### config.mk
export PLATFORM = sky130hd
export DESIGN_NAME = stk_cell
export DESIGN_NICKNAME = d
export VERILOG_FILES = /design/src/design/stk_pkg.sv /design/src/design/stk_cell.sv
export SDC_FILE = /design/constraint.sdc
export NUM_CORES = 1
export LEC_CHECK = 0
export BUFFER_PORTS_ARGS = -buffer_cell sky130_fd_sc_hd__buf_2
export CAP_MARGIN = 20
export CELL_PAD_IN_SITES_DETAIL_PLACEMENT = 0
export CELL_PAD_IN_SITES_GLOBAL_PLACEMENT = 1
export CORE_ASPECT_RATIO = 0.6
export CORE_MARGIN = 2
export CORE_UTILIZATION = 31
export CTS_BUF_LIST = sky130_fd_sc_hd__clkbuf_4 sky130_fd_sc_hd__clkbuf_8 sky130_fd_sc_hd__clkbuf_16
export DETAILED_ROUTE_END_ITERATION = 6
export GPL_ROUTABILITY_DRIVEN = 0
export GPL_TIMING_DRIVEN = 1
export MAX_ROUTING_LAYER = met4
export PLACE_DENSITY = 0.83
export SLEW_MARGIN = 15
export SYNTH_ARGS = -nofsm -noshare
export SYNTH_HDL_FRONTEND = slang
export SYNTH_SLANG_ARGS = --single-unit
### constraint.sdc
create_clock -name i_clk -period 5 [get_ports i_clk]
set_input_delay 0.25 -clock i_clk [delete_from_list [all_inputs] [get_ports i_clk]]
set_output_delay 0.25 -clock i_clk [all_outputs]
set_load 0.03 [all_outputs]
### src/design/stk_pkg.sv
// Shared widths, reset values and types for the sparse row top-k selector.
package stk_pkg;

    localparam int unsigned ValueW = 32;
    localparam int unsigned ColW = 16;
    localparam int unsigned IdW = 17;
    localparam int unsigned RankW = 6;
    localparam int unsigned KW = 7;
    localparam int unsigned MaxKDefault = 64;
    localparam logic [KW-1:0] KReset = 7'd64;
    localparam logic signed [IdW-1:0] EndMarkerId = '1;

    typedef struct packed {
        logic                     valid;
        logic signed [ValueW-1:0] value;
        logic [ColW-1:0]          col;
    } t_entry;

    typedef struct packed {
        logic ins;
        logic shift;
        logic clear;
    } t_cell_ctl;

endpackage

### src/design/stk_cell.sv
// One compare-and-shift cell of the sorted top-k chain.
module stk_cell (
    input  logic               i_clk,
    input  logic               i_rst_n,
    input  logic               i_en,
    input  stk_pkg::t_cell_ctl i_ctl,
    input  stk_pkg::t_entry    i_new,
    input  stk_pkg::t_entry    i_prev,
    input  logic               i_prev_gt,
    input  stk_pkg::t_entry    i_next,
    output stk_pkg::t_entry    o_entry,
    output logic               o_gt
);
    import stk_pkg::*;

    logic                     r_valid;
    logic signed [ValueW-1:0] r_value;
    logic [ColW-1:0]          r_col;
    logic                     n_valid;
    logic signed [ValueW-1:0] n_value;
    logic [ColW-1:0]          n_col;
    logic                     valid_eff;

    assign valid_eff = r_valid & i_en;
    assign o_gt = !valid_eff || (i_new.value > r_value);
    assign o_entry = '{valid: valid_eff, value: r_value, col: r_col};

    always_comb begin
        n_valid = r_valid;
        n_value = r_value;
        n_col = r_col;
        if (i_ctl.clear) begin
            n_valid = 1'b0;
        end else if (i_ctl.shift) begin
            n_valid = i_next.valid;
            n_value = i_next.value;
            n_col = i_next.col;
        end else if (i_ctl.ins) begin
            if (!i_en) begin
                n_valid = 1'b0;
            end else if (i_prev_gt) begin
                n_valid = i_prev.valid;
                n_value = i_prev.value;
                n_col = i_prev.col;
            end else if (o_gt) begin
                n_valid = 1'b1;
                n_value = i_new.value;
                n_col = i_new.col;
            end
        end
    end

    always_ff @(posedge i_clk) begin
        if (!i_rst_n) begin
            r_valid <= 1'b0;
        end else begin
            r_valid <= n_valid;
        end
        r_value <= n_value;
        r_col <= n_col;
    end
endmodule

==> flow_summary.ini <==
[outcome]
status = completed

[floorplan]
ios = 204
die_area_um2 = 11700
die_h_um = 84.6
die_x_um = 138
row_count = 29
initial_utilization_pct = 31.8
placeableCoreArea_um2 = 10600

[pwr]
p_per_area_nw_per_um2 = 260
power_w = 0.00122
p_leak_nw = 2.37
ir_worst_vdd_mv = 0.115

[clock_tree]
numCtsBuffers = 5
worstSkewPairLatency_ns = 0.29
cts.path.max_buffers = 2
ctsResizeCount = 0
h-tree-depth = 2
cts_hold_buf = 0
cts-root-buf = clkbuf_16
post-cts-setup-buffers = 0
tritoncts = yes
clkTransAtPathRegs_ns = 0.07
cts.sinks = 49

[sta]
final-max-slew-violation-count = 0
tightest_slew_ns = 0.846
finalCritPeriodShare_pct = 63.0
fin_crit_ns = 3.15
final_hold_viol_count = 0
setup_viol = 0
maxSlewHeadroom_pct = 43.6
fin_skew_ns = 0.00787
rsz0062_at_grt = false
setup_tns_ns = 0
fmax_mhz = 317

[yosys]
synth_cell_types = 33
synthesis.nets = 528
seq_area_frac_synth_pct = 43.5
synthArstFlopShare_pct = 0
dominantRegCellSynth = edfxtp_1
synth_fa_ha_area_share_pct = 11.9
synthesis.area_um2 = 3360
synth_seq_cells = 49
yosys_warnings = 0
synth_top_family_by_area = multiplexers
synth-compound-area-share_pct = 13.1
synth_edf_count = 48
synthXorXnorAreaFrac_pct = 0
avgSynthCellArea_um2 = 9.81
synth_mux_area_share_pct = 14.3
yosys.area_share.simple_pct = 10.7
synthCells = 342

[route]
avgRoutedWirePerCell_um = 13.8
drc = 0
wl_um = 9340
drt_iter0_drc = 102
dr.pass1.iters = 4
vias = 3122
drtAntennaViolNets = 0
viasPerCell = 4.62

[global_route]
antenna_found_initial = 0
grt_pass1_wl_um = 15200
first_global_vias = 3086
grt_overflow = 0
grt.total_usage_pct = 16.7
grt_max_degree = 99

[worst_setup_path]
crit-reg2reg-launch = r_value[31]
r2r-end = r_value[10]
rr_worst_depth = 9
startpoint_type = register
r2r_slack_ns = 1.85
critPathKind = reg -> reg
startpoint = r_value[31]
cp-end-kind = register
critPathMaxFanout = 27
cp-endpoint = r_value[10]
crit_arrival_ns = 3.14
cp.required_ns = 4.99

[hold_path]
worstHoldPathType = in -> reg
min_from = i_ctl[0]

[final_layout]
final_common_cell = buf_2
nNetsFinal = 722
final_cell_mix = buf_2 (202), nand2_1 (59), o21ai_0 (51), mux2i_1 (48), edfxtp_1 (48)
drive_gt1_share_pct = 40.8
n_antenna_cell = 0
syn_to_final_growth_pct = 39.6

[run]
cap_violations = 0

[place]
portBuffers = 202
hpwl_um = 7550
## through the flow
stage	std cells	hold slack (ns)	setup slack [ns]	utilization, %	instance area [um2]
3_3_place_gp	668	0.494	1.83	42.7	4510
4_1_cts	676	0.187	1.81	44.4	4680
6_report	676	0.190	1.85	44.4	4680
5_1_grt	676	0.182	1.65	44.4	4680
3_5_place_dp	668	0.502	1.82	42.7	4510
2_1_floorplan	342	0.326	0.352	-	3360
## synthesized netlist by cell type, types with 2 or more instances
cell / count / area, um2
nor3_1: 2 / 10.0
nor2_1: 3 / 11.3
mux2i_1: 48 / 480
or4_1: 2 / 15.0
a21oi_1: 15 / 75.1
nand2_1: 59 / 221
clkbuf_1: 12 / 45.0
edfxtp_1: 48 / 1440
nand4_1: 5 / 31.3
o211ai_1: 3 / 22.5
nand3_1: 2 / 10.0
inv_1: 36 / 135
ha_1: 32 / 400
buf_2: 5 / 25.0
o21ai_1: 2 / 10.0
o21ai_0: 51 / 255
## flip-flops by register name (all words and copies together), names as in the netlist
| register | count |
|---|---|
| r_value | 32 |
| r_valid | 1 |
| r_col | 16 |
## worst max-delay path: stages (launching register included)
cell and delay (ns):
edfxtp_1 0.35, inv_1 0.04, ha_1 0.36, nand4_2 0.20, nor4_4 0.08, a22oi_2 0.17
a211oi_1 0.11, or4_1 0.56, o22ai_4 0.66, buf_12 0.28
## worst min-delay path by stage
stage,endpoint,cells past startpoint
after detailed placement,r_valid,2
after global routing,r_valid,2
final,r_valid,2
after global placement,r_valid,2
after CTS,r_valid,2
after floorplan,r_valid,1
## layer usage
layer	global-route usage [%]	vias to the layer above	wire length (um)	part of all wire, %
met5	-	-	0	0
met4	3.62	0	43	0.46
met3	4.51	6	750	8.0
met2	25.2	139	4000	43
met1	22.7	1364	4550	49
li1	-	1613	-	-
## area by class of cell
class	count	area, um2
Fill cell	1053	5880
Multi-Input combinational cell	239	1700
Clock buffer	5	125
Inverter	36	135
Timing Repair Buffer	205	1050
Sequential cell	49	1460
Tap cell	139	174
Clock inverter	3	46.3
## where the power goes
group	total [W]	switching, W	leakage, nW	internal (W)
sequential	0.000505	0.0000123	0.474	0.000493
combinational	0.000318	0.000191	1.82	0.000127
clock	0.000393	0.000156	0.0800	0.000237
total	0.00122	0.000359	2.37	0.000856
## cells by family (layout without fill, tap and decap cells)
kind of cell / count (synthesis) / in the layout
adders and majority gates: 32 / 32
AOI/OAI and AO/OA: 80 / 80
DFF: 49 / 49
buffers and inverters: 54 / 249
muxes: 48 / 48
and+or+nand+nor: 79 / 79
Note: power is estimated with default switching activity, not from simulation.
